<file path="config.mk">
export PLATFORM = sky130hd
export DESIGN_NAME = dpr_div_pipe
export DESIGN_NICKNAME = d
export VERILOG_FILES = /design/src/rtl/dpr_pkg.sv /design/src/rtl/dpr_div_pipe.sv
export SDC_FILE = /design/constraint.sdc
export NUM_CORES = 2
export LEC_CHECK = 0
export BUFFER_PORTS_ARGS = -buffer_cell sky130_fd_sc_hd__buf_2
export CORE_ASPECT_RATIO = 0.8
export CORE_MARGIN = 3
export CORE_UTILIZATION = 60
export CTS_BUF_LIST = sky130_fd_sc_hd__clkbuf_4
export CTS_CLUSTER_DIAMETER = 120
export CTS_CLUSTER_SIZE = 40
export DETAILED_ROUTE_END_ITERATION = 12
export GPL_ROUTABILITY_DRIVEN = 0
export GPL_TIMING_DRIVEN = 0
export HOLD_SLACK_MARGIN = 0.02
export PLACE_DENSITY = 0.89
export SYNTH_ARGS = -nofsm -noshare
export SYNTH_HDL_FRONTEND = slang
export SYNTH_SLANG_ARGS = --single-unit
</file>
<file path="constraint.sdc">
create_clock -name clk -period 9.76 [get_ports clk]
set_clock_uncertainty 0.05 [all_clocks]
set_input_delay 1.464 -clock clk [delete_from_list [all_inputs] [get_ports clk]]
set_output_delay 1.464 -clock clk [all_outputs]
set_load 0.01 [all_outputs]
</file>
<file path="src/rtl/dpr_pkg.sv">
// shared types, register codes and reset values for the disparity reprojector
// no dependencies; imported by dpr_div_pipe, the core top level and the testbench
`default_nettype none

package dpr_pkg;

  // field widths
  localparam int DISP_W  = 16;
  localparam int PIX_W   = 12;
  localparam int PT_W    = 11;
  localparam int COORD_W = 28;
  localparam int DEPTH_W = 27;
  localparam int CAL_W   = 20;
  localparam int LIMIT_W = 27;
  localparam int CFG_IDX_W = 3;
  localparam int CFG_DATA_W = 27;

  // quotient bits produced by each divider (a larger quotient raises the overflow flag)
  localparam int QUOT_W = 27;

  // defaults for top level parameters
  localparam int IMAGE_DIM_MAX_DEF = 4096;
  localparam int DIV_STEP_BITS_DEF = 3;

  // register indexes
  localparam logic [CFG_IDX_W-1:0] REG_FOCAL_X  = 3'd0;
  localparam logic [CFG_IDX_W-1:0] REG_FOCAL_Y  = 3'd1;
  localparam logic [CFG_IDX_W-1:0] REG_CENTER_X = 3'd2;
  localparam logic [CFG_IDX_W-1:0] REG_CENTER_Y = 3'd3;
  localparam logic [CFG_IDX_W-1:0] REG_BASELINE = 3'd4;
  localparam logic [CFG_IDX_W-1:0] REG_NEAR     = 3'd5;
  localparam logic [CFG_IDX_W-1:0] REG_FAR      = 3'd6;

  // register reset values
  localparam logic [CAL_W-1:0]   FOCAL_X_RST  = 20'd137062;
  localparam logic [CAL_W-1:0]   FOCAL_Y_RST  = 20'd138035;
  localparam logic [CAL_W-1:0]   CENTER_X_RST = 20'd81946;
  localparam logic [CAL_W-1:0]   CENTER_Y_RST = 20'd63386;
  localparam logic [CAL_W-1:0]   BASELINE_RST = 20'd65000;
  localparam logic [LIMIT_W-1:0] NEAR_RST     = 27'd500000;
  localparam logic [LIMIT_W-1:0] FAR_RST      = 27'd15000000;

  typedef struct packed {
    logic signed [DISP_W-1:0] disparity_q4;
    logic [PIX_W-1:0]         pixel_col;
    logic [PIX_W-1:0]         pixel_row;
  } dpr_in_t;

  typedef struct packed {
    logic [PT_W-1:0]           point_col;
    logic [PT_W-1:0]           point_row;
    logic                      point_valid;
    logic signed [COORD_W-1:0] x_um;
    logic signed [COORD_W-1:0] y_um;
    logic [DEPTH_W-1:0]        z_um;
  } dpr_out_t;

  // sideband carried through the depth divider
  typedef struct packed {
    logic             disp_pos;
    logic [PIX_W-1:0] col;
    logic [PIX_W-1:0] row;
  } dpr_zside_t;

  // sideband carried through the lateral dividers
  typedef struct packed {
    logic               ok;
    logic               neg;
    logic [DEPTH_W-1:0] z;
    logic [PT_W-1:0]    point_col;
    logic [PT_W-1:0]    point_row;
  } dpr_lside_t;

endpackage

`default_nettype wire

</file>
<file path="src/rtl/dpr_div_pipe.sv">
// pipelined restoring divider with quotient overflow flag and sideband
// uses dpr_pkg for parameter defaults
`default_nettype none

module dpr_div_pipe
  import dpr_pkg::*;
#(
  parameter int NUM_W     = 47,
  parameter int DEN_W     = 20,
  parameter int Q_W       = QUOT_W,
  parameter int STEP_BITS = DIV_STEP_BITS_DEF,
  parameter int SIDE_W    = 1
) (
  input  wire logic              clk,
  input  wire logic              rst,
  input  wire logic              en,
  input  wire logic              src_valid,
  input  wire logic [NUM_W-1:0]  num,
  input  wire logic [DEN_W-1:0]  den,
  input  wire logic [SIDE_W-1:0] side,
  output logic                   res_valid,
  output logic [Q_W-1:0]         quot,
  output logic                   ovf,
  output logic [SIDE_W-1:0]      res_side
);

  localparam int NSTG = (Q_W + STEP_BITS - 1) / STEP_BITS;

  logic              vld_q  [NSTG];
  logic              ovf_q  [NSTG];
  logic [DEN_W-1:0]  rem_q  [NSTG];
  logic [Q_W-1:0]    work_q [NSTG];
  logic [DEN_W-1:0]  den_q  [NSTG];
  logic [SIDE_W-1:0] side_q [NSTG];

  for (genvar s = 0; s < NSTG; s++) begin : g_stg
    localparam int FIRST = s * STEP_BITS;
    localparam int STEPS = (Q_W - FIRST < STEP_BITS) ? (Q_W - FIRST) : STEP_BITS;

    logic              vld_in;
    logic              ovf_in;
    logic [DEN_W-1:0]  rem_in;
    logic [Q_W-1:0]    work_in;
    logic [DEN_W-1:0]  den_in;
    logic [SIDE_W-1:0] side_in;
    logic [DEN_W-1:0]  rem_c;
    logic [Q_W-1:0]    work_c;
    logic [DEN_W:0]    trial;

    if (s == 0) begin : g_head
      // quotient overflows its width when the upper numerator part reaches the divisor
      assign vld_in  = src_valid;
      assign rem_in  = DEN_W'(num[NUM_W-1:Q_W]);
      assign ovf_in  = (DEN_W'(num[NUM_W-1:Q_W]) >= den);
      assign work_in = num[Q_W-1:0];
      assign den_in  = den;
      assign side_in = side;
    end else begin : g_body
      assign vld_in  = vld_q[s-1];
      assign rem_in  = rem_q[s-1];
      assign ovf_in  = ovf_q[s-1];
      assign work_in = work_q[s-1];
      assign den_in  = den_q[s-1];
      assign side_in = side_q[s-1];
    end

    // numerator bits shift out the top of work, quotient bits shift in the bottom
    always_comb begin
      rem_c  = rem_in;
      work_c = work_in;
      trial  = '0;
      for (int k = 0; k < STEPS; k++) begin
        trial = {rem_c, work_c[Q_W-1]};
        if (trial >= {1'b0, den_in}) begin
          trial  = trial - {1'b0, den_in};
          work_c = {work_c[Q_W-2:0], 1'b1};
        end else begin
          work_c = {work_c[Q_W-2:0], 1'b0};
        end
        rem_c = trial[DEN_W-1:0];
      end
    end

    always_ff @(posedge clk) begin
      if (rst) begin
        vld_q[s] <= 1'b0;
      end else if (en) begin
        vld_q[s] <= vld_in;
      end
    end

    always_ff @(posedge clk) begin
      if (en) begin
        ovf_q[s]  <= ovf_in;
        rem_q[s]  <= rem_c;
        work_q[s] <= work_c;
        den_q[s]  <= den_in;
        side_q[s] <= side_in;
      end
    end
  end

  assign res_valid = vld_q[NSTG-1];
  assign quot      = work_q[NSTG-1];
  assign ovf       = ovf_q[NSTG-1];
  assign res_side  = side_q[NSTG-1];

endmodule

`default_nettype wire

</file>
### Yosys cells after proc, flatten, opt, wreduce, memory -nomap -nowiden

Memories as Yosys holds them, arrays and structs flattened.
Index checks and enable logic that the tools add are counted.

| word-level totals | value |
|---|---|
| input bits | 72 |
| RAM bits | 630 |
| memories kept | 6 |
| bits in registers | 0 |
| output and inout bits | 30 |

Memory list:

| memory | words | bits a word | rd ports | clocked after memory_dff | write ports | line | RTL |
|---|---|---|---|---|---|---|---|
| work_q | 9 | 27 | 9 | 0 | 9 | dpr_div_pipe.sv:32 | `logic [Q_W-1:0] work_q [NSTG];` |
| den_q | 9 | 20 | 8 | 0 | 9 | dpr_div_pipe.sv:33 | `logic [DEN_W-1:0] den_q [NSTG];` |
| rem_q | 9 | 20 | 8 | 0 | 9 | dpr_div_pipe.sv:31 | `logic [DEN_W-1:0] rem_q [NSTG];` |
| ovf_q | 9 | 1 | 9 | 0 | 9 | dpr_div_pipe.sv:30 | `logic ovf_q [NSTG];` |
| side_q | 9 | 1 | 9 | 0 | 9 | dpr_div_pipe.sv:34 | `logic [SIDE_W-1:0] side_q [NSTG];` |
| vld_q | 9 | 1 | 9 | 0 | 9 | dpr_div_pipe.sv:29 | `logic vld_q [NSTG];` |

| operators by class | value |
|---|---|
| bitwise logic cells | 9 |
| add/subtract/negate cells | 27 |
| order comparisons | 28 |
| multiplexer cells | 69 |

Operator list:

| operator | number |
|---|---|
| 21-bit by 20-bit greater-or-equal comparator with 1-bit output | 27 |
| 20-bit two-way mux | 27 |
| 20-bit subtractor | 27 |
| 1-bit two-way mux | 42 |
| 20-bit greater-or-equal comparator | 1 |
| 1-bit bitwise OR | 9 |

### Depth between registers and ports, before layout

An unclocked memory read counts as a cell.

| logic depth | value |
|---|---|
| depth after elaboration | 7 |
| depth in mapped cells | 41 |
| gate-level depth less buffers | 38 |

### Worst setup path after synthesis

OpenSTA, ideal clock, no wires.

| path | value |
|---|---|
| path kind | input port to flip-flop |
| start | in den[1] |
| end | mem rem_q[0][14], data pin |
| slack | -313 ps |
| cell stages on the path | 38 |
| library setup time | 261 ps |
| data arrival time | 9,762 ps |
| path buffers | 6 |
| required time | 9,449 ps |
| cells stage by stage | inv_1 -> ha_1 -> nor2b_1 -> o31a_1 -> o311a_1 -> a31o_1 -> o31ai_2 -> nand2b_1 -> a211oi_4 -> buf_2 -> mux2_2 -> inv_1 -> ha_1 -> nor2b_1 -> o21ai_0 -> a21boi_0 -> o211ai_1 -> a211oi_1 -> [... 2 more ...] -> clkbuf_1 -> clkbuf_1 -> clkbuf_1 -> o21ai_0 -> ha_1 -> nor2b_1 -> o21ai_0 -> a211oi_1 -> o221ai_1 -> a2111oi_0 -> a31o_2 -> a31oi_1 -> a21oi_1 -> or3_1 -> clkbuf_1 -> buf_2 -> nor2_1 -> a221o_1 |

RTL lines:

| what | line | RTL |
|---|---|---|
| start: declaration | dpr_div_pipe.sv:19 | `input wire logic [DEN_W-1:0] den,` |
| end: declaration | dpr_div_pipe.sv:31 |  |

==> PnR_summary.wiki <==
{| class="wikitable"
! Metric !! Value
|-
| Run status || complete, no violations
|-
| End of the worst register-to-register path || rem_q[0][81]
|-
| Xor and xnor fraction of the mapped netlist area || 0.07357
|-
| Mean area per synthesized cell || ~10 um2
|-
| Synthesis-to-finish area growth || 6.508%
|-
| Critical path capture point type || flop
|-
| Total number of clock tree sinks || 590
|-
| Synth warn || 0
|-
| EDFF count, synth || a little under 600
|-
| Share of cell area taken by muxes after synthesis || 0.06288
|-
| Highest-count cells in the layout ignoring fill and taps || edfxtp_1, ha_1, a21oi_1, inv_1, nor2_1
|-
| Netlist Area Pre-Place || 0.04893 mm2
|-
| Final Hold Fails || 0
|-
| Net count of the finished layout || a little under 6,000
|-
| Source of the critical timing path || den_q[0][61]
|-
| Adder-cell area share of the yosys netlist || 0.1538
|-
| Dominant cells by area after synthesis || edfxtp_1, ha_1, xnor2_1
|-
| Total overflow reported by the global router || 0
|-
| Total Die Area || approximately 0.085 mm2
|-
| Vert. Die Dim || between 200 and 300 um
|-
| Number of I/O port buffers || a little over 100
|-
| Endpoint of the worst setup timing path || rem_q[0][81]
|-
| Fmax || 104.2 MHz
|-
| Initial DRT Pass Iterations || 7
|-
| Required arrival time at the worst endpoint || about 11 ns
|-
| Worst-path clk slew || approximately 0.41 ns
|-
| CTS Buf Count || 20
|-
| Area inside the core boundary || between 0.08 and 0.09 mm2
|-
| Place WS || -2.482 ns
|-
| Gate Count Post-Synth || between 5,000 and 6,000
|-
| Worst R2R Path Depth || 38
|-
| Post-detailed-route DRC marker count || 0
|-
| Fillers || about 6,100
|-
| Starting density of the core || 0.6068
|-
| Final ANT Viol Nets || 0
|-
| Post-Synth Simple-Gate Area || 0.1193
|-
| Clock root buffer master || clkbuf_4
|-
| Number of flip-flops and latches in the synthesized netlist || 590
|-
| Total vias in the final route || about 41,000
|-
| Number of maximum-capacitance constraint violations || 0
|-
| Detail-routed via count per cell || approximately 6.5
|-
| Transition time at the pin with the least slew margin || about 1 ns
|-
| Fraction of the mapped netlist area in compound gates || 0.1885
|-
| Horizontal die dimension || 325.3 um
|-
| Total detailed-routing wirelength || 126.7 mm
|-
| Synth cell types || 87
|-
| Layout cells sized above 1 || 0.1071
|-
| Min-Delay Path Class || flop to flop
|-
| Startpoint Class || flop
|-
| Synthesized net count || around 5,700
|-
| H-tree depth || 1
|-
| Most frequent standard cell in the layout excluding fill and tap cells || edfxtp_1
|-
| Final max-slew violation count || 0
|-
| Delay of the slowest cell on the worst path || around 0.55 ns
|-
| Cell taking the most area after synthesis || edfxtp_1
|-
| Clock latency of the later-clocked register in the worst-skew pair || roughly 1.0 ns
|-
| Drt initial violations || 5,198
|-
| Area fraction of the dominant cell type after synthesis || 0.3621
|-
| Buffers from clock root to sink, at most || 3
|-
| Share of the clock period used by the worst path || 0.9833
|-
| Clock tree from TritonCTS || yes
|-
| Critical-path maximum fanout || 10
|-
| Fraction of synthesis flops using an asynchronous set or reset pin || 0
|-
| Worst-case register-to-register setup slack || roughly 0.16 ns
|-
| Number of global-route vias before repair || around 37,000
|-
| DP HPWL || between 90 and 100 mm
|-
| Arrival time at the worst endpoint || between 10 and 15 ns
|-
| Final-report setup violation count || 0
|-
| Startpoint of the most critical register-to-register path || den_q[0][61]
|-
| Relative slew slack || 0.3471
|-
| GRT Overall Usage || 0.2820
|-
| Dominant combinational cell family by area after synthesis || compound AO/OA/AOI/OAI gates
|-
| Row Count || between 90 and 100
|-
| Seq/Total Area, Yosys || 0.3621
|-
| Final setup margin || approximately 0.16 ns
|-
| Final hold slack || 0.3484 ns
|-
| Largest net degree at the start of global routing || between 100 and 150
|-
| Average wire per standard cell || 20.21 um
|-
| Non-filler cells in the finished layout || about 6,300
|-
| Placed cell count || between 6,000 and 7,000
|-
| Number of top-level pins || roughly 100
|-
| Post-route minimum period || 9.597 ns
|-
| CP max stage cell || or4_1
|-
| Wire length of the first global-routing pass || 195.2 mm
|-
| Most common flop cell mapped by yosys || edfxtp_1
|-
| Type of the worst setup path || flop to flop
|-
| Number of antenna violations at the first check in global routing || 6
|}
## per-layer routing
metal  up-vias  share of wire  GRT usage
met5         -        0.00032          0
met4         6          0.038    0.09902
met2      2287           0.43     0.4321
li1      18938              -          -
met3       356           0.12    0.05737
met1     19069           0.41     0.3986
## synth_stat cells, types with 10 or more instances
cell       count
o22a_1        12
mux2_2       166
o21a_1        74
inv_1        414
nor2b_1       73
a2111oi_0     12
a21boi_0      19
o31a_1        15
and4_1        10
clkbuf_1      71
ha_1         560
and2_1        26
o21ai_0      293
a221o_1       16
a31o_2        16
o221ai_1      33
mux2i_1      118
a21o_1       194
or2_2         30
or3_1         45
or4_1         21
nand2_1      272
a211oi_1      26
a22oi_1       11
a211o_1       22
buf_2         16
nand3_1       89
nand2b_1      63
a31oi_1       35
o211ai_1      25
a21oi_1      444
nand4_1       70
xnor2_1      262
and3_1        35
fa_1          26
nor4_1        21
xor2_1       149
nor2_1       322
o21bai_1      56
o31ai_1       27
edfxtp_1     590
nor3_1        85
## layout make-up
type                            instances  area (um2)  area share
Multi-Input combinational cell       3901       29740      0.5708
Timing Repair Buffer                  148       960.9     0.01844
Buffer                                 88       471.7    0.009052
Inverter                              417        1569     0.03011
Clock inverter                          7       102.6    0.001969
Tap cell                             1092        1366     0.02622
Antenna cell                            6       15.01   0.0002881
Sequential cell                       590       17720      0.3400
Clock buffer                           22       165.2    0.003169
## kinds of logic (layout without fill, tap and decap cells)
group	after synthesis	count (layout)
adders and majority gates	586	586
xor gates and xnor gates	411	411
and+or+nand+nor	1188	1188
AOI/OAI and AO/OA	1430	1430
buffers and inverters	513	682
muxes	286	286
other	0	6
DFF	590	590
## worst min-delay path by stage
| stage | from | to | slack, ns | cells after the start |
|---|---|---|---|---|
| floorplan | ovf_q[0][0] | ovf_q[0][1] | 0.35 | 0 |
| global placement | work_q[0][37] | work_q[0][67] | 0.35 | 0 |
| CTS | work_q[0][14] | work_q[0][44] | 0.37 | 0 |
| detailed placement | ovf_q[0][0] | ovf_q[0][1] | 0.35 | 0 |
| global route | work_q[0][14] | work_q[0][44] | 0.37 | 0 |
| finish | work_q[0][14] | work_q[0][44] | 0.35 | 0 |
## worst max-delay path: cells and delay by family (launching register included)
kind	cells	cell delay (ns)
and+or+nand+nor	9	2.00
AOI/OAI and AO/OA	18	4.09
buffers and inverters	6	1.12
muxes	2	0.70
adders and majority gates	3	0.86
DFF	1	0.54
## per-stage QoR
stage / utilization / setup TNS (ns) / area [um2]
5_1_grt: 0.6462 / -2.639 / 52110
2_1_floorplan: - / 0 / 48940
4_1_cts: 0.6392 / 0 / 51550
6_report: 0.6462 / 0 / 52110
3_3_place_gp: 0.6301 / -958.58 / 50810
3_5_place_dp: 0.6316 / -175.52 / 50930
## sequential cells by signal, indices dropped and copies added (netlist names)
register  flops
den_q       160
ovf_q         9
rem_q       160
side_q        9
vld_q         9
work_q      243
## what timing repair did
action                     in CTS  in global routing
setup endpoints to repair     162                168
resized for setup              83                131
pin swaps                       6                 17
buffers inserted               14                 29
hold buffers                    0                  0
Power is left out: the tool's default activity adds up to more than one toggle a clock period on the data nets, which glitch-free logic cannot reach.
